**src/rtl/pidci_pkg.sv**
```systemverilog
// ----------------------------------------------------------------------------
// pidci_pkg
// Shared types and constants of the clamped-integrator pid controller.
// ----------------------------------------------------------------------------
package pidci_pkg;

  // magnitude width of the p, i-increment and d terms, and their cap
  localparam int unsigned TERM_W = 60;
  localparam logic [TERM_W-1:0] TERM_MAX = {TERM_W{1'b1}};

  // output range and the largest sum that scales without overflow
  localparam logic signed [47:0] EFF_MAX  = 48'sh7FFF_FFFF_FFFF;
  localparam logic signed [47:0] EFF_MIN  = 48'sh8000_0000_0000;
  localparam logic signed [47:0] EFF_SAFE = 48'sd140737488355;
  localparam logic [9:0]         ACT_FACTOR = 10'd1000;

  // sample period after reset, 0.004 s in q0.32
  localparam logic [31:0] PERIOD_RESET = 32'd17179869;

  // register indexes of the configuration port
  typedef enum logic [2:0] {
    REG_GAIN_P = 3'd0,
    REG_GAIN_I = 3'd1,
    REG_GAIN_D = 3'd2,
    REG_LIMIT  = 3'd3,
    REG_PERIOD = 3'd4
  } reg_idx_t;

  typedef struct packed {
    logic signed [31:0] gain_p;
    logic signed [31:0] gain_i;
    logic signed [31:0] gain_d;
    logic [30:0]        integ_limit;
    logic [31:0]        sample_period;
  } cfg_t;

  // sequencer states
  typedef enum logic [3:0] {
    S_IDLE,
    S_LOAD,
    S_MUL,
    S_ADD,
    S_STORE,
    S_DIV,
    S_INTEG,
    S_SUM,
    S_OUT
  } state_t;

  // multiply-accumulate passes, in issue order
  typedef enum logic [2:0] {
    OP_P,
    OP_KIKP,
    OP_T,
    OP_E,
    OP_KPKD,
    OP_DIFF
  } op_t;

  typedef struct packed {
    logic       clear;
    logic       mul;
    logic       add;
    logic [1:0] limb;
  } mac_ctrl_t;

  typedef struct packed {
    logic busy;
    logic done;
  } div_stat_t;

  // magnitude of a signed 32-bit value, two's complement minimum included
  function automatic logic [31:0] mag32(input logic signed [31:0] v);
    logic [31:0] r;
    r = v[31] ? (~v + 32'd1) : v;
    return r;
  endfunction

endpackage

```
**src/rtl/pidci_regs.sv**
```systemverilog
// ----------------------------------------------------------------------------
// pidci_regs
// APB register file holding the gains, integrator limit and sample period.
// ----------------------------------------------------------------------------
module pidci_regs (
  input  logic             clk,
  input  logic             rst,
  input  logic             psel,
  input  logic             penable,
  input  logic             pwrite,
  input  logic [4:0]       paddr,
  input  logic [31:0]      pwdata,
  output logic [31:0]      prdata,
  output logic             pready,
  output pidci_pkg::cfg_t  cfg
);
  import pidci_pkg::*;

  logic [2:0] idx;
  logic       wr;

  assign idx    = paddr[4:2];
  assign pready = 1'b1;
  assign wr     = psel & penable & pwrite & pready;

  // register writes, unknown indexes ignored
  always_ff @(posedge clk) begin
    if (rst) begin
      cfg.gain_p        <= '0;
      cfg.gain_i        <= '0;
      cfg.gain_d        <= '0;
      cfg.integ_limit   <= '0;
      cfg.sample_period <= PERIOD_RESET;
    end else if (wr) begin
      unique case (idx)
        REG_GAIN_P: cfg.gain_p        <= pwdata;
        REG_GAIN_I: cfg.gain_i        <= pwdata;
        REG_GAIN_D: cfg.gain_d        <= pwdata;
        REG_LIMIT:  cfg.integ_limit   <= pwdata[30:0];
        REG_PERIOD: cfg.sample_period <= pwdata;
        default: ;
      endcase
    end
  end

  // read mux
  always_comb begin
    unique case (idx)
      REG_GAIN_P: prdata = cfg.gain_p;
      REG_GAIN_I: prdata = cfg.gain_i;
      REG_GAIN_D: prdata = cfg.gain_d;
      REG_LIMIT:  prdata = {1'b0, cfg.integ_limit};
      REG_PERIOD: prdata = cfg.sample_period;
      default:    prdata = '0;
    endcase
  end

endmodule

```
**config.mk**
```make
export PLATFORM = sky130hd
export DESIGN_NAME = pidci_regs
export DESIGN_NICKNAME = d
export VERILOG_FILES = /design/src/rtl/pidci_pkg.sv /design/src/rtl/pidci_regs.sv
export SDC_FILE = /design/constraint.sdc
export NUM_CORES = 1
export LEC_CHECK = 0
export BUFFER_PORTS_ARGS = -buffer_cell sky130_fd_sc_hd__buf_4
export CORE_MARGIN = 3
export CORE_UTILIZATION = 52
export CTS_CLUSTER_SIZE = 14
export DETAILED_ROUTE_END_ITERATION = 16
export PLACE_DENSITY = 0.81
export SLEW_MARGIN = 40
export SYNTH_ARGS = -nofsm -noshare
export SYNTH_HDL_FRONTEND = slang
export SYNTH_SLANG_ARGS = --single-unit
export TNS_END_PERCENT = 20
```
**constraint.sdc**
```tcl
create_clock -name clk -period 2.3 [get_ports clk]
set_clock_uncertainty 0.05 [all_clocks]
set_input_delay 0.46 -clock clk [delete_from_list [all_inputs] [get_ports clk]]
set_output_delay 0.46 -clock clk [all_outputs]
set_load 0.05 [all_outputs]
```
# After elaboration in Yosys (flattened, before gate mapping)

Index checks and enable logic that the tools add are counted.

Bits of input ports: 42
Output and inout bits: 192
Word-level logic and storage cells: 18
Register bits after elaboration: 159

Equality and inequality tests: 4
Bitwise operators: 2
Mux-type cells: 1
Reductions and logical operators: 6

Operators by type and width:

| operator             | count |
|---|---|
| $pmux W32 S5         | 1 |
| $reduce_and A2 Y1    | 5 |
| $eq A3 B2 Y1 const B | 2 |
| $eq A3 B1 Y1 const B | 1 |
| $eq A3 B3 Y1 const B | 1 |
| $logic_not A3 Y1     | 1 |
| $and A1 B1 Y1        | 2 |

# Logic depth before layout (Yosys ltp)

Word-level depth: 3
Gate-level depth with buffers: 6
Gate-level depth less buffers: 3

# Worst setup path after synthesis

OpenSTA, ideal clock, no wires.

Kind: input -> output
Start point: input port paddr[2]
End point: output port prdata[10]
Path buffers: 2
Required time: 1.790 ns
Setup slack: -0.330 ns
Data arrival time: 2.120 ns
Stages: 5
Path through: buf_4 > nor2_1 > clkbuf_1 > a22oi_1 > o22ai_1

Cells in the longest elaborated chain, start to end: 2
Elaborated cells between the ends (all ways): 6
Those cells by class: eq/ne: 4; mux: 1; reduce/logical: 1

Ends and longest elaborated chain:

| what                                 | line             | RTL |
|---|---|---|
| from (decl)                          | pidci_regs.sv:11 | `input logic [4:0] paddr,` |
| $eq A3 B3 Y1 (tied with other cells) | pidci_regs.sv:48 | `unique case (idx)` |
| $pmux W32 S5 (*)                     | pidci_regs.sv:48 |  |
| to (decl)                            | pidci_regs.sv:13 | `output logic [31:0] prdata,` |

Mark *: on every way between the ends. The rest lies on a longest branch, timed or not.

# Worst setup path after layout

Start point: input port paddr[2]
End point: output port prdata[22]

The elaborated chain is that of the path after synthesis.

==> impl_results.md <==
* Bufs and invs on worst path at 4
* Synth Warn # at 0
* Setup violators final at 0
* Status: completed
* Die Area at around 16,000 sq um
* Syn Std Cell Area at 7500 sq um
* Yosys reg bits at 159
* CP Capture Type: output pin
* Final wirelength at 24,400 microns
* Area after DPL at 9590 sq um
* WHS at between 0.2 and 0.3 ns
* Post-synth cell types at 30
* Most common cell after layout, fill and taps aside: buf_4
* Number of antenna violations at the first check in global routing at 0
* Fin. Hold Viols at 0
* Synth Instances at 834
* Worst Path Arrival at around 1.8 ns
* Hold Buf Count CTS at 0
* Fillers at 1,095
* Setup WS pre-CTS at -0.129 ns
* Final worst slack at between 0.02 and 0.03 ns
* RD Place Congestion at between 0.8 and 0.9
* GRT Total Usage at 29.4%
* Total number of vias at 7,311
* Starting density of the core at a little over half
* Setup TNS Final at 0 ns
* Number of vias per cell at 5.93
* Area contributors post-synth: dfxtp_1 (42%), mux2i_1 (10%), o21ai_0 (9.1%)
* Post-route ant nets at 0
* Pins Over Slew Limit at 0
* Hold Crit Class: in -> reg
* Area grow syn2layout at 35.7%
* Max FFs per register at 159
* CTS tree: done
* Buffers on Ports at 230
* Worst path max stage delay at 0.26 ns
* Max cap viols at 0
* Fmax at 0.440 GHz
* Placed cell count at 1,201
* Layout cells sized above 1 at 33.4%
* Overall power at 6.26 mW
* Final core utilization at ~73%
* Crit path time final at 2.27 ns
* Post-CTS Setup Bufs at 0
* Largest regs: cfg x159
* Critical path class: in -> out
* CTS root buffer: clkbuf_16
* Htree depth at 4
* DRC at 0
* Core Rows at 43
* Slew headroom at 54.8%
* GRT overflow at 0
* Num ports at 234
* WP data required at 1.79 ns
* Worst-skew pair later-pin latency at 0.42 ns
* Syn Area/Cell at 9.00 sq um
* Syn Nets at ~900
* Pwr Density at 615 nW/um^2
* LEAKAGE at 4.47 nW
* Clock sink total at 159
* Worst path most repeated cell: buf_4
* RSZ-0062 raised after global routing: false
* Largest reg by FF count: cfg
* Iteration-0 DRC Markers at 624
* Nets at 1,082
* CP max FO at 14
* Most frequent cells in the layout: buf_4 (263), dfxtp_1 (159), o21ai_0 (135)
* Post-synthesis sequential area ratio at 42.4%
* Critical-path top delay cell: buf_4
* Die Height at ~130 microns
* Clock tree buffer depth at 2
* Post-cts resize count at 0
* FF-to-FF setup slack at 1.41 ns
* Pin count of the biggest net entering global routing at 65
* Design area at 10,200 sq um
* Hpwl dp at 16,300 microns
* Vias in the first global route at ~7,000
* Clock transition at the registers of the reported paths at ~0.060 ns
* WL/cell at 19.8 microns
* Tightest Pin Transition at 0.678 ns
* Critical path cell sequence: buf_4 -> buf_12 -> nor2b_4 -> buf_4 -> a22oi_1 -> o22ai_1 -> buf_4
* Top-area cell type share of the netlist area at 42.4%
* Area leader, netlist: dfxtp_1
* CTS Buf Count at 17
* Router iterations before antenna repair at 5
* Core Area at 14,000 sq um
* Final std cells w/o fill at 1,233
* CP startpoint kind: input port
* Die width at ~130 microns
* First-pass GRT wire length at about 38,000 microns
* CP top delay family: buffers and inverters
* Fin crit share at 98.9%
* VDD IR max at 0.000507 V
* Diode count at 0
[cell usage after synthesis]
cell and count:
nor2b_1 55, nand3_1 34, mux2_2 30, o2bb2ai_1 1
and4b_1 1, buf_1 2, or2_2 1, or3_1 1
nand4b_4 1, a22oi_1 60, mux2i_1 77, o21ai_0 136
dfxtp_1 159, o22ai_1 30, a21oi_1 32, buf_12 3
a31oi_1 1, clkbuf_1 60, buf_2 16, inv_1 1
nand4_1 1, nand2b_1 96, conb_1 1, o21ai_1 4
buf_4 2, or2_1 1, nor2_1 24, nor4bb_1 1
buf_6 2, o21a_1 1
[worst reg2reg max path, cell delays in order, from the launching register on]
cell and delay (ns):
dfxtp_1 0.37, nor2b_1 0.15, o21ai_0 0.11, o21ai_0 0.13
[path summary, 6_finish.rpt]
| check | from | to | cells after the start |
|---|---|---|---|
| min reg2reg | cfg[54] | cfg[54] | 2 |
| max | paddr[2] | prdata[22] | 7 |
| min | pwdata[23] | cfg[150] | 3 |
| max reg2reg | cfg[104] | cfg[104] | 3 |
[where the power goes]
part           internal, mW  switching [mW]
registers              2.77          0.0180
clock network          1.72            1.10
logic                 0.228           0.421
[per-layer routing]
layer / track usage (%) / routed length, microns
met1: 38.0 / 10200
met2: 48.3 / 11600
met3: 7.42 / 1920
met4: 10.0 / 639
met5: 0 / 0
[layout make-up]
cell class | instances | area (sq um) | area share, %
Multi-Input combinational cell | 589 | 4040 | 39.7
Clock buffer | 20 | 447 | 4.38
Tap cell | 180 | 225 | 2.21
Timing Repair Buffer | 272 | 2150 | 21.1
Clock inverter | 12 | 143 | 1.40
Inverter | 1 | 3.75 | 0.0368
Sequential cell | 159 | 3180 | 31.2
[cell families after synthesis]
logic type / Yosys count / share of synthesized area (%)
other: 1 / 0.0500
AND/OR/NAND/NOR: 216 / 17.0
flip-flops: 159 / 42.4
buffers and inverters: 86 / 5.52
multiplexers: 107 / 14.8
AO/OA/AOI/OAI: 265 / 20.3
Power figures use the tool's default switching activity.
