`config.mk`:
```
export PLATFORM = sky130hd
export DESIGN_NAME = pidci_mac
export DESIGN_NICKNAME = d
export VERILOG_FILES = /design/src/rtl/pidci_pkg.sv /design/src/rtl/pidci_mac.sv
export SDC_FILE = /design/constraint.sdc
export NUM_CORES = 2
export LEC_CHECK = 0
export BUFFER_PORTS_ARGS = -buffer_cell sky130_fd_sc_hd__clkbuf_2
export CORE_MARGIN = 2
export CORE_UTILIZATION = 59
export DETAILED_ROUTE_END_ITERATION = 6
export GPL_TIMING_DRIVEN = 0
export PLACE_DENSITY = 0.81
export SLEW_MARGIN = 5
export SYNTH_ARGS = -nofsm -noshare
export SYNTH_HDL_FRONTEND = slang
export SYNTH_SLANG_ARGS = --single-unit
export TNS_END_PERCENT = 10
```
`constraint.sdc`:
```
create_clock -name clk -period 9.2 [get_ports clk]
set_input_delay 1.38 -clock clk [delete_from_list [all_inputs] [get_ports clk]]
set_output_delay 1.38 -clock clk [all_outputs]
set_load 0.01 [all_outputs]
```
`src/rtl/pidci_pkg.sv`:
```
// ----------------------------------------------------------------------------
// pidci_pkg
// Shared types and constants of the clamped-integrator pid controller.
// ----------------------------------------------------------------------------
package pidci_pkg;

  // magnitude width of the p, i-increment and d terms, and their cap
  localparam int unsigned TERM_W = 60;
  localparam logic [TERM_W-1:0] TERM_MAX = {TERM_W{1'b1}};

  // output range and the largest sum that scales without overflow
  localparam logic signed [47:0] EFF_MAX  = 48'sh7FFF_FFFF_FFFF;
  localparam logic signed [47:0] EFF_MIN  = 48'sh8000_0000_0000;
  localparam logic signed [47:0] EFF_SAFE = 48'sd140737488355;
  localparam logic [9:0]         ACT_FACTOR = 10'd1000;

  // sample period after reset, 0.004 s in q0.32
  localparam logic [31:0] PERIOD_RESET = 32'd17179869;

  // register indexes of the configuration port
  typedef enum logic [2:0] {
    REG_GAIN_P = 3'd0,
    REG_GAIN_I = 3'd1,
    REG_GAIN_D = 3'd2,
    REG_LIMIT  = 3'd3,
    REG_PERIOD = 3'd4
  } reg_idx_t;

  typedef struct packed {
    logic signed [31:0] gain_p;
    logic signed [31:0] gain_i;
    logic signed [31:0] gain_d;
    logic [30:0]        integ_limit;
    logic [31:0]        sample_period;
  } cfg_t;

  // sequencer states
  typedef enum logic [3:0] {
    S_IDLE,
    S_LOAD,
    S_MUL,
    S_ADD,
    S_STORE,
    S_DIV,
    S_INTEG,
    S_SUM,
    S_OUT
  } state_t;

  // multiply-accumulate passes, in issue order
  typedef enum logic [2:0] {
    OP_P,
    OP_KIKP,
    OP_T,
    OP_E,
    OP_KPKD,
    OP_DIFF
  } op_t;

  typedef struct packed {
    logic       clear;
    logic       mul;
    logic       add;
    logic [1:0] limb;
  } mac_ctrl_t;

  typedef struct packed {
    logic busy;
    logic done;
  } div_stat_t;

  // magnitude of a signed 32-bit value, two's complement minimum included
  function automatic logic [31:0] mag32(input logic signed [31:0] v);
    logic [31:0] r;
    r = v[31] ? (~v + 32'd1) : v;
    return r;
  endfunction

endpackage

```
`src/rtl/pidci_mac.sv`:
```
// ----------------------------------------------------------------------------
// pidci_mac
// Shared 32x32 multiplier with a registered product and a 128-bit
// accumulator that adds each product at a 32-bit limb offset.
// ----------------------------------------------------------------------------
module pidci_mac (
  input  logic                  clk,
  input  pidci_pkg::mac_ctrl_t  ctrl,
  input  logic [31:0]           a,
  input  logic [31:0]           b,
  output logic [127:0]          acc
);
  import pidci_pkg::*;

  logic [63:0]  prod;
  logic [127:0] addend;

  // product placed at its limb position
  assign addend = {64'b0, prod} << {ctrl.limb, 5'b0};

  // multiply, then accumulate on the following cycle
  always_ff @(posedge clk) begin
    if (ctrl.mul) begin
      prod <= a * b;
    end
    if (ctrl.clear) begin
      acc <= '0;
    end else if (ctrl.add) begin
      acc <= acc + addend;
    end
  end

endmodule

```
## Word-level counts from Yosys, hierarchy flattened

Index checks and enable logic that the tools add are counted.

| cells by class | value |
|---|---|
| shift-type cells | 1 |
| $mul | 1 |
| add/subtract/negate cells | 1 |

Operators with widths:

| kind | number |
|---|---|
| adder 128 bit | 1 |
| left shift 64 x 7 -> 128 bit | 1 |
| multiplier 32 x 32 -> 64 bit | 1 |

| storage, ports and cells | value |
|---|---|
| logic and storage cells | 5 |
| bits of input ports | 70 |
| output and inout port bits | 128 |
| register bits after elaboration | 192 |

## Depth between registers and ports, before layout

| logic depth | value |
|---|---|
| depth in word-level cells | 2 |
| gate-level depth with buffers | 31 |
| gate-level depth less buffers | 30 |

## Least setup slack after synthesis

OpenSTA, ideal clock, no wires.

| timing path | value |
|---|---|
| path kind | input port to flip-flop |
| from | input a[10] |
| to | register prod[57] (data pin) |
| data required time | 8.942 ns |
| library setup time | 0.258 ns |
| arrival | 8.529 ns |
| cell stages on the path | 28 |
| path slack | 0.412 ns |
| cell sequence | clkbuf_1 > and2_1 > fa_1 > inv_1 > fa_1 > inv_1 > fa_1 > inv_1 > fa_1 > inv_1 > fa_1 > fa_1 > fa_1 > fa_1 > ha_1 > clkbuf_1 > nand4_1 > nor3_1 > a221oi_1 > o21ai_0 > a31o_2 > o21ai_1 > o31ai_1 > a2111oi_0 > o31ai_1 > a31o_2 > a21oi_1 > xnor2_1 |

| on the way | value |
|---|---|
| cells in the longest elaborated chain, start to end | 1 |

Ends and longest elaborated chain:

| element | RTL line | source |
|---|---|---|
| start: declaration | pidci_mac.sv:9 | `input logic [31:0] a,` |
| multiplier 32 x 32 -> 64 bit | pidci_mac.sv:24 | `prod <= a * b;` |
| end signal: assignment | pidci_mac.sv:24 |  |
| end: declaration | pidci_mac.sv:15 | `logic [63:0] prod;` |

No other way between the ends.
A chain may end at the register's enable or synchronous reset.

## Final worst setup path

| timing path | value |
|---|---|
| from | input a[11] |
| to | register prod[57] (data pin) |

The elaborated chain is that of the path after synthesis.

==> results.json <==
{
  "holdCritStartpoint": "acc[105]",
  "timing.final.ws_setup_ns": 0.0537,
  "route.detailed.wl_per_inst_um": 28.4,
  "post_synth_num_cell_types": 76,
  "grt_start_max_net_pins": 65,
  "worstHoldPathType": "register to register",
  "synth-edff-count": 64,
  "die_h_um": 291,
  "finalNetCount": 7203,
  "setup.worst_path.class": "input port to register",
  "drcViolationCount": 0,
  "hold_viol": 0,
  "min_period_over_period_pct": 99.4,
  "cts.sink_count": 192,
  "flop2flop_setup_slack_ns": 2.64,
  "groute.usage.overall_pct": 46.8,
  "cts_tree": "yes",
  "final_common_cell": "sky130_fd_sc_hd__inv_1",
  "antenna_violating_nets_post_route": 0,
  "netlist_area_mm2": 0.0487,
  "seq_area_frac_synth_pct": 9.21,
  "avgSynthCellArea_um2": 8.65,
  "postCtsHoldBufs": 0,
  "place.detailed.hpwl_mm": 164,
  "htreeDepth": 4,
  "max_slew_margin_pct": -0.444,
  "final_max_slew_violation_count": 1,
  "insertion_delay_ns": 0.48,
  "synth_flop_cell": "sky130_fd_sc_hd__dfxtp_1",
  "number_of_vias_after_detailed_routing": 42731,
  "die_w_um": 291,
  "fmaxAchievable_mhz": 109,
  "grt_antenna_before_repair": 14,
  "cp.required_ns": 9.42,
  "yosysWarningCount": 0,
  "floorplan.rows": 105,
  "finish.cell_count_without_fillers": 6937,
  "drive_above_1_share_pct": 7.32,
  "layout.cells.most_common_list": "921 x sky130_fd_sc_hd__inv_1, 894 x sky130_fd_sc_hd__fa_1, 675 x sky130_fd_sc_hd__nand2_1",
  "timing.rr.start": "prod[10]",
  "floorplan.initialDensity_pct": 59.5,
  "place_inst": 6896,
  "status": "finished with violations",
  "critPathMaxFanout": 10,
  "firstDrtPassIters": 6,
  "cts_made_buffers": 17,
  "rsz0062_at_grt": "true",
  "preCtsSetupSlack_ns": -1.65,
  "postSynthNetCount": 6987,
  "worst_skew_ns": 0.0131,
  "worst_setup_path_end_kind": "register",
  "detail_route.iter0.violations": 3951,
  "worst_tran_pin_value_ns": 1.47,
  "totalWireLength_mm": 197,
  "root_buffer": "sky130_fd_sc_hd__clkbuf_16",
  "number_of_global_route_vias_before_repair": 43749,
  "io_buffers": 196,
  "cts.path.max_buffers": 2,
  "total_die_area_mm2": 0.0849,
  "post_synth_inst_count": 5630,
  "worstPathArrival_ns": 9.37,
  "grt_pass1_wl_mm": 286,
  "place_congestion": 1.08,
  "postLayoutCoreUtil_pct": 63.7,
  "drv_cap": 1,
  "cp-startpoint": "a[11]",
  "path_clk_slew_ns": 0.08,
  "via_density_per_instance": 6.16,
  "syn2layout_area_growth_pct": 7.05,
  "post-route-min-period_ns": 9.15,
  "final_report_setup_violation_count": 0,
  "floorplan.io_pins": 198,
  "failed_checks": "max-capacitance violations, max-slew violations",
  "register_bit_count_reported_by_yosys": 192,
  "timing.setup.tns_ns": 0,
  "timing.critical_path.from_type": "input port",
  "gr-total-overflow": 0,
  "synthArstFlopShare_pct": 0,
  "core_region_area_mm2": 0.0818
}
==> final timing paths <==
path	endpoint	cells past startpoint
min	acc[105]	2
min reg2reg	acc[105]	2
max reg2reg	acc[125]	16
max	prod[57]	26
==> stage by stage <==
step	instance area [µm²]	hold WS [ns]
6_report	52100	0.485
5_1_grt	52100	0.507
3_5_place_dp	51000	0.479
3_3_place_gp	51000	0.469
4_1_cts	51800	0.489
2_1_floorplan	48700	0.498
==> metal layers <==
layer  share of wire (%)  wire [µm]  vias to the layer above  global-route usage [%]
li1                    -          -                    18159                       -
met1                  35      68900                    21057                    54.7
met2                  44      87100                     2683                    73.3
met3                  11      21800                      816                    12.7
met4                 9.7      19100                       16                    36.2
met5               0.058        115                        -                       0
==> cell type report <==
cell class,instances,area (µm²)
Antenna cell,8,20.0
Multi-Input combinational cell,4194,39700
Timing Repair Buffer,199,1010
Fill cell,7085,29700
Tap cell,1070,1340
Sequential cell,192,4480
Clock buffer,17,425
Clock inverter,15,140
Buffer,320,1570
Inverter,922,3460
==> cell families (layout without fill, tap and decap cells) <==
group,Yosys count,after routing,share of synthesized area (%)
mux,85,85,1.75
buf+inv,1244,1473,9.59
xor+xnor,171,171,3.07
flops,192,192,9.21
simple gates,1804,1804,18.4
fa+ha+maj,1287,1287,46.9
other cells,0,8,0
compound gates,847,847,11.1
==> registers in the layout, indices dropped and copies added (netlist names) <==
signal and flops:
prod 64, acc 128
==> cells in the mapped netlist (all sizes together), types with 8 or more instances <==
cell	n	area share (%)
a211oi	15	0.24
a21boi	13	0.20
a21o	120	1.8
a21oi	278	2.9
a22o	35	0.63
a31oi	22	0.28
and2	617	7.9
and3	13	0.17
clkbuf	316	2.4
dfxtp	128	5.3
edfxtp	64	3.9
fa	897	37
ha	390	10
inv	921	7.1
mux2i	84	1.7
nand2	676	5.2
nand2b	17	0.22
nand3	30	0.31
nand4	73	0.94
nor2	242	1.9
nor2b	44	0.57
nor3	37	0.38
nor4	13	0.17
o211ai	13	0.20
o21a	29	0.45
o21ai	182	1.9
o21bai	51	0.79
o31ai	14	0.23
or2	8	0.10
or3	13	0.17
xnor2	104	1.9
xor2	67	1.2
==> critical path, stage by stage <==
cell and delay [ns]:
sky130_fd_sc_hd__clkbuf_2 0.21, sky130_fd_sc_hd__buf_2 0.41, sky130_fd_sc_hd__nand2_1 0.15, sky130_fd_sc_hd__fa_1 0.61, sky130_fd_sc_hd__fa_1 0.58, sky130_fd_sc_hd__inv_1 0.05, sky130_fd_sc_hd__fa_1 0.48, sky130_fd_sc_hd__fa_1 0.62
sky130_fd_sc_hd__fa_1 0.46, sky130_fd_sc_hd__fa_1 0.52, sky130_fd_sc_hd__fa_1 0.44, sky130_fd_sc_hd__fa_1 0.52, sky130_fd_sc_hd__ha_1 0.42, sky130_fd_sc_hd__nand4_1 0.23, sky130_fd_sc_hd__nor3_2 0.09, sky130_fd_sc_hd__a221oi_1 0.23
sky130_fd_sc_hd__o21ai_0 0.16, sky130_fd_sc_hd__a31o_2 0.29, sky130_fd_sc_hd__o21ai_4 0.26, sky130_fd_sc_hd__o31ai_4 0.13, sky130_fd_sc_hd__a2111oi_4 0.33, sky130_fd_sc_hd__o31ai_1 0.10, sky130_fd_sc_hd__buf_4 0.15, sky130_fd_sc_hd__a31o_2 0.25
sky130_fd_sc_hd__a21oi_2 0.17, sky130_fd_sc_hd__xnor2_2 0.11
==> timing repair <==
item | CTS | global route
setup endpoints to repair | 22 | 16
resized for setup | 139 | 205
pin swaps | 1 | 5
buffers inserted | 1 | 2
Power is left out: the tool's default activity adds up to more than one toggle a clock period on the data nets, which glitch-free logic cannot reach.
