**src/rtl/pidci_pkg.sv**
```systemverilog
// ----------------------------------------------------------------------------
// pidci_pkg
// Shared types and constants of the clamped-integrator pid controller.
// ----------------------------------------------------------------------------
package pidci_pkg;

  // magnitude width of the p, i-increment and d terms, and their cap
  localparam int unsigned TERM_W = 60;
  localparam logic [TERM_W-1:0] TERM_MAX = {TERM_W{1'b1}};

  // output range and the largest sum that scales without overflow
  localparam logic signed [47:0] EFF_MAX  = 48'sh7FFF_FFFF_FFFF;
  localparam logic signed [47:0] EFF_MIN  = 48'sh8000_0000_0000;
  localparam logic signed [47:0] EFF_SAFE = 48'sd140737488355;
  localparam logic [9:0]         ACT_FACTOR = 10'd1000;

  // sample period after reset, 0.004 s in q0.32
  localparam logic [31:0] PERIOD_RESET = 32'd17179869;

  // register indexes of the configuration port
  typedef enum logic [2:0] {
    REG_GAIN_P = 3'd0,
    REG_GAIN_I = 3'd1,
    REG_GAIN_D = 3'd2,
    REG_LIMIT  = 3'd3,
    REG_PERIOD = 3'd4
  } reg_idx_t;

  typedef struct packed {
    logic signed [31:0] gain_p;
    logic signed [31:0] gain_i;
    logic signed [31:0] gain_d;
    logic [30:0]        integ_limit;
    logic [31:0]        sample_period;
  } cfg_t;

  // sequencer states
  typedef enum logic [3:0] {
    S_IDLE,
    S_LOAD,
    S_MUL,
    S_ADD,
    S_STORE,
    S_DIV,
    S_INTEG,
    S_SUM,
    S_OUT
  } state_t;

  // multiply-accumulate passes, in issue order
  typedef enum logic [2:0] {
    OP_P,
    OP_KIKP,
    OP_T,
    OP_E,
    OP_KPKD,
    OP_DIFF
  } op_t;

  typedef struct packed {
    logic       clear;
    logic       mul;
    logic       add;
    logic [1:0] limb;
  } mac_ctrl_t;

  typedef struct packed {
    logic busy;
    logic done;
  } div_stat_t;

  // magnitude of a signed 32-bit value, two's complement minimum included
  function automatic logic [31:0] mag32(input logic signed [31:0] v);
    logic [31:0] r;
    r = v[31] ? (~v + 32'd1) : v;
    return r;
  endfunction

endpackage

```
**src/rtl/pidci_div.sv**
```systemverilog
// ----------------------------------------------------------------------------
// pidci_div
// Restoring divider for the derivative term, one quotient bit per cycle.
// Quotient saturates to the term cap; a zero divisor saturates as well, unless the numerator is zero.
// ----------------------------------------------------------------------------
module pidci_div (
  input  logic                              clk,
  input  logic                              rst,
  input  logic                              start,
  input  logic                              zero,
  input  logic [127:0]                      num,
  input  logic [31:0]                       den,
  output pidci_pkg::div_stat_t              stat,
  output logic [pidci_pkg::TERM_W-1:0]      quot
);
  import pidci_pkg::*;

  localparam int unsigned CNT_W = $clog2(TERM_W + 1);
  localparam int unsigned HI_W  = 128 - TERM_W;

  logic [HI_W-1:0]   hi;
  logic              ovf;
  logic [31:0]       rem;
  logic [TERM_W-1:0] shreg;
  logic [CNT_W-1:0]  count;
  logic [32:0]       r2;
  logic [32:0]       diff;
  logic              ge;

  // quotient overflows the cap when the upper part already reaches den
  assign hi  = num[127:TERM_W];
  assign ovf = (|hi[HI_W-1:32]) || (hi[31:0] >= den);

  // one restoring step
  assign r2   = {rem, shreg[TERM_W-1]};
  assign diff = r2 - {1'b0, den};
  assign ge   = r2 >= {1'b0, den};

  // control
  always_ff @(posedge clk) begin
    if (rst) begin
      stat  <= '0;
      count <= '0;
    end else begin
      stat.done <= 1'b0;
      if (start) begin
        if (zero || ovf) begin
          stat.done <= 1'b1;
        end else begin
          stat.busy <= 1'b1;
          count     <= CNT_W'(TERM_W);
        end
      end else if (stat.busy) begin
        count <= count - CNT_W'(1);
        if (count == CNT_W'(1)) begin
          stat.busy <= 1'b0;
          stat.done <= 1'b1;
        end
      end
    end
  end

  // datapath
  always_ff @(posedge clk) begin
    if (start) begin
      rem   <= hi[31:0];
      shreg <= num[TERM_W-1:0];
      if (zero) begin
        quot <= '0;
      end else if (ovf) begin
        quot <= TERM_MAX;
      end else begin
        quot <= '0;
      end
    end else if (stat.busy) begin
      rem   <= ge ? diff[31:0] : r2[31:0];
      shreg <= {shreg[TERM_W-2:0], 1'b0};
      quot  <= {quot[TERM_W-2:0], ge};
    end
  end

endmodule

```
**config.mk**
```make
export PLATFORM = sky130hd
export DESIGN_NAME = pidci_div
export DESIGN_NICKNAME = d
export VERILOG_FILES = /design/src/rtl/pidci_pkg.sv /design/src/rtl/pidci_div.sv
export SDC_FILE = /design/constraint.sdc
export NUM_CORES = 1
export LEC_CHECK = 0
export BUFFER_PORTS_ARGS = -buffer_cell sky130_fd_sc_hd__buf_2
export CAP_MARGIN = 20
export CORE_MARGIN = 1.5
export CORE_UTILIZATION = 40
export CTS_BUF_LIST = sky130_fd_sc_hd__clkbuf_4
export DETAILED_ROUTE_END_ITERATION = 16
export PLACE_DENSITY = 0.7
export SYNTH_ARGS = -nofsm -noshare
export SYNTH_HDL_FRONTEND = slang
export SYNTH_SLANG_ARGS = --single-unit
```
**constraint.sdc**
```tcl
create_clock -name clk -period 6.17 [get_ports clk]
set_input_delay 0.617 -clock clk [delete_from_list [all_inputs] [get_ports clk]]
set_output_delay 0.617 -clock clk [all_outputs]
set_load 0.01 [all_outputs]
```
* Word level (Yosys, flattened, before mapping)
Cells that the tools add are included.
** Operators by class
- Multiplexer cells :: 17
- Magnitude comparators :: 2
- Equal/unequal tests :: 2
- Reduce and logical (&&, ||, !) cells :: 5
- $add $sub $neg :: 2
** Operators with widths (count)
- 60-bit 2-to-1 mux :: 6
- 32-bit 2-to-1 mux :: 3
- 36-bit OR reduction :: 1
- 33-bit by 32-bit greater-or-equal comparator with 1-bit output :: 1
- 32-bit greater-or-equal comparator :: 1
- 32-bit subtractor :: 1
- 6-bit 2-to-1 mux :: 3
- 6-bit by 1-bit == test with 1-bit output (second input constant) :: 1
- 2-bit 2-to-1 mux :: 3
- 6-bit by 1-bit subtractor with 6-bit output (second input constant) :: 1
- 1-bit logical OR :: 2
- 1-bit 2-to-1 mux :: 2
- 2-bit inequality test (second input constant) :: 1
- 2-bit AND reduction :: 1
- 2-bit nonzero test :: 1
** Word-level totals
- Input bits :: 164
- Output and inout bits :: 62
- Flip-flop bits (word level) :: 160
- Word-level logic and storage cells :: 34

* Longest topological paths before layout
- Word-level depth :: 5
- Depth in mapped cells :: 13
- Depth with buffers taken out :: 11

* Worst setup path before layout
Ideal clock, no wire load.
- Path type :: input port to flip-flop
- From :: input start
- To :: register quot[0] (netlist bit) (enable)
- Setup slack :: 2.693 ns
- Library setup time :: 0.448 ns
- Stages on the path :: 3
- Arrival :: 3.030 ns
- Path buffers :: 2
- Required time :: 5.722 ns
- Cell sequence :: clkbuf_1 clkbuf_1 or2_2
** Between the ends
- Cells in the longest elaborated chain, start to end :: 1
** RTL lines
- start, declared :: RTL line pidci_div.sv:9 : input logic start,
- 2-bit nonzero test (no line)
- end signal, assigned :: RTL line pidci_div.sv:78 : quot <= {quot[TERM_W-2:0], ge};
- end, declared :: RTL line pidci_div.sv:14 : output logic [pidci_pkg::TERM_W-1:0] quot
No other way between the ends.
A chain may end at the register's enable or synchronous reset.

* Worst setup path after layout
- From :: register rem[0]
- To :: register rem[24], data pin
** Between the ends
- Cells in the longest elaborated chain, start to end :: 4
- Elaborated cells on any way between the ends :: 5
- Those cells by class :: add/sub: 1; order compare: 1; mux: 3
** RTL lines
- start, declared :: RTL line pidci_div.sv:23 : logic [31:0] rem;
- start signal, assigned :: RTL line pidci_div.sv:66 : rem <= hi[31:0];
- start signal, assigned :: RTL line pidci_div.sv:76 : rem <= ge ? diff[31:0] : r2[31:0];
- 32-bit subtractor or 33-bit by 32-bit greater-or-equal comparator with 1-bit output (tied branches) :: RTL line pidci_div.sv:36, pidci_div.sv:37
- 32-bit 2-to-1 mux (*) :: RTL line pidci_div.sv:76
- 32-bit 2-to-1 mux (*) :: RTL line pidci_div.sv:75 : end else if (stat.busy) begin
- 32-bit 2-to-1 mux (*) :: RTL line pidci_div.sv:65 : if (start) begin
Every way passes the cells marked *; elsewhere a longest branch is shown, timed or not. The select of a mux whose other input is x is not followed.

==> metrics.md <==
| Metric | Value |
|---|---|
| Status | `finished, final reports clean` |
| Final critical-path required period | `3.955 ns` |
| Die H | `159 µm` |
| Switching pwr | `924.1 µW` |
| Global-route wire length before repair | `37430 µm` |
| Post-DRT Antenna Nets | `0` |
| Syn Nets | `1101` |
| RePlAce Congestion | `0.8878` |
| Fin. Hold Viols | `0` |
| Final wirelength | `23370 µm` |
| Cts repair resizes | `0` |
| Post-route clock period utilization | `64.10%` |
| Cell leakage power | `5.008 nW` |
| Worst Setup Start Kind | `flop` |
| Die area | `25280 µm²` |
| Hold buffers post-CTS | `0` |
| 1st-pass router iterations | `7` |
| Setup TNS | `0 ns` |
| Largest net degree at the start of global routing | `102` |
| Sequential share of power | `48.1%` |
| Final worst slack | `2.215 ns` |
| Fmax | `252.9 MHz` |
| CTS Buffer Depth | `2` |
| Clock transition at path regs | `0.16 ns` |
| Max VDD drop | `148.8 µV` |
| Number of synthesized flops with an enable pin | `152` |
| Ys Warns | `0` |
| H-tree Lvls | `4` |
| Setup Buffers After CTS | `0` |
| Final setup violation count | `0` |
| Synth Cell Area | `9734 µm²` |
| Clock latency on the worst-skew pair | `0.55 ns` |
| MaxCap Viol Count | `0` |
| HP Class | `in -> reg` |
| Sw frac | `32.80%` |
| Number of global-route vias before repair | `7247` |
| Highest net fanout along the worst path | `20` |
| R2r setup slk | `2.22 ns` |
| Final HPWL DP | `17150 µm` |
| Avg Cell Area, Syn | `11.19 µm²` |
| Core area | `23680 µm²` |
| Routed via count | `7441` |
| Data required time of the worst path | `6.49 ns` |
| Port Buffer Count | `225` |
| Fin. max-slew vios | `0` |
| GRT overflow | `0` |
| Initial antenna violation count | `9` |
| Layout cells sized above 1 | `33.03%` |
| Initial Util | `41.10%` |
| FF-to-FF path depth | `10` |
| Power per cell area | `245.1 nW/µm²` |
| CTS tree | `yes` |
| Hold Crit Depth | `2` |
| Unique cell type count in the Yosys netlist | `62` |
| Slew headroom | `29.51%` |
| Iter 0 DRT Violations | `550` |
| Clock buffers created by TritonCTS | `17` |
| Mapped Cells | `870` |
| Critical Path AT | `4.28 ns` |
| Synth-to-layout area growth | `18.09%` |
| Clock Skew | `0.02889 ns` |
| Routed wire per std cell | `16.41 µm` |
| Fill cell count | `2249` |
| GRT Total Usage | `18.47%` |
| Slowest CP cell | `a21o_1` |
| Combinational Power Share | `28.9%` |
| Vias/cell | `5.225` |
| Flops & latches, synth | `160` |
| Clk sinks | `160` |
| Max incr delay on CP | `0.87 ns` |
| Core Rows | `56` |
| Worst-path cell chain | `ha_1, nor2b_1, o2111ai_1, a31oi_1, o21ai_1, o21ai_2, a21o_1, buf_4, mux2_4, mux2_2` |
| Kind of critical path | `reg -> reg` |
| RSZ-0062 raised after global routing | `no` |
| Clk pwr share | `23.0%` |
| Worst Tran Pin Value | `1.057 ns` |
| Top FF cell, synth | `edfxtp_1` |
| DRC Markers | `0` |
| Io pins | `226` |
| Internal Pwr Total | `1.894 mW` |
| Die X | `159 µm` |
| Critical path endpoint category | `flop` |
| Root buf cell | `clkbuf_4` |
| Place WS | `1.798 ns` |
| Seq/Total Area, Yosys | `48.53%` |
| Post-synth ARST share | `0%` |
| Layout Nets | `1317` |
metal layers:
metal  vias up  wire (µm)  part of all wire (%)  GRT usage, %
met5         -         44                  0.19             0
met4         6        385                   1.6         5.961
met3        29       1381                   5.9         4.689
met2       200      10780                    46         28.74
met1      3540      10770                    46         25.21
li1       3666          -                     -             -
state kept, by name, summed over array words and instances, names as in the netlist:
signal	flops
count	6
quot	60
rem	32
shreg	60
stat	2
worst paths after layout:
check                           from                   to
setup reg to reg    rem[0]$_DFFE_PP_    rem[24]$_DFFE_PP_
hold reg to reg   shreg[1]$_DFFE_PP_   shreg[2]$_DFFE_PP_
setup / recovery    rem[0]$_DFFE_PP_    rem[24]$_DFFE_PP_
hold / removal               num[44]  shreg[44]$_DFFE_PP_
metrics by stage:
step / std cells / utilization (%) / instance area, µm² / hold slack (ns) / power (mW)
finish: 1424 / 48.54 / 11490 / 0.3473 / 2.818
global route: 1424 / 48.54 / 11490 / 0.2836 / 2.977
CTS: 1418 / 48.47 / 11480 / 0.2885 / 2.842
detailed placement: 1386 / 47.24 / 11190 / 0.5336 / 2.189
global placement: 1386 / 47.24 / 11190 / 0.5257 / 2.174
floorplan: 870 / - / 9734 / 0.4944 / 1.961
Yosys cell counts, types with 6 or more instances:
master	n	area share [%]
a211oi_1	7	0.54
a21o_1	22	1.7
a21oi_1	39	2.0
a221o_1	6	0.62
and3_1	8	0.51
clkbuf_1	25	0.96
dfxtp_1	8	1.6
edfxtp_1	152	47
ha_1	66	8.5
inv_1	109	4.2
mux2_2	78	9.0
mux2_4	16	2.5
nand2_1	20	0.77
nand2b_1	8	0.51
nand3_1	14	0.72
nand4_1	17	1.1
nor2_1	25	0.96
nor2b_1	11	0.71
nor3_1	17	0.87
nor3b_1	11	0.85
nor4_1	8	0.51
o21a_1	9	0.69
o21ai_0	94	4.8
o21bai_1	10	0.77
xnor2_1	16	1.4
xor2_1	6	0.54
placed cells by master, fill, tap and decap left out, types with 9 or more instances in the layout:
cell	instances
mux2_2	78
nand2_1	20
xnor2_1	16
o21ai_0	94
o21bai_1	10
edfxtp_1	152
o21a_1	9
nand4_1	17
ha_1	66
nor2b_1	11
inv_1	109
nor3_1	17
nor3b_1	11
mux2_4	16
a21o_1	22
buf_2	224
a21oi_1	39
nand3_1	14
clkbuf_4	17
nor2_1	25
cell type report:
class | instances | area, µm² | area share, %
diodes | 6 | 15.01 | 0.1306
clock buffers | 17 | 127.6 | 1.110
clock inverters | 15 | 163.9 | 1.426
inverters | 109 | 409.1 | 3.559
multi-input cells | 568 | 4473 | 38.91
flip-flops and latches | 160 | 4725 | 41.10
well taps | 319 | 399.1 | 3.472
repair buffers | 230 | 1182 | 10.29
worst max-delay path, delay by kind of cell, from the launching register on:
family                   cells  cell delay [ns]
AO/OA/AOI/OAI                5             1.87
flip-flops                   1             0.43
buffers and inverters        1             0.35
adder cells (fa/ha/maj)      1             0.30
AND/OR/NAND/NOR              1             0.19
multiplexers                 2             0.57
cells by family after synthesis:
logic type,synth area share [%]
adder cells (fa/ha/maj),8.689
multiplexers,12.01
buffers and inverters,5.655
AND/OR/NAND/NOR,8.561
flip-flops,48.53
XOR/XNOR,1.979
AO/OA/AOI/OAI,14.58
power groups by stage:
stage                     Combinational [mW]  Clock [mW]  Sequential [mW]
after floorplan                        0.579           0             1.38
after global placement                 0.798           0             1.38
after detailed placement               0.812           0             1.38
after CTS                              0.815       0.672             1.35
after global routing                   0.905       0.707             1.36
final                                  0.815       0.648             1.35
Note: power is estimated with default switching activity, not from simulation.
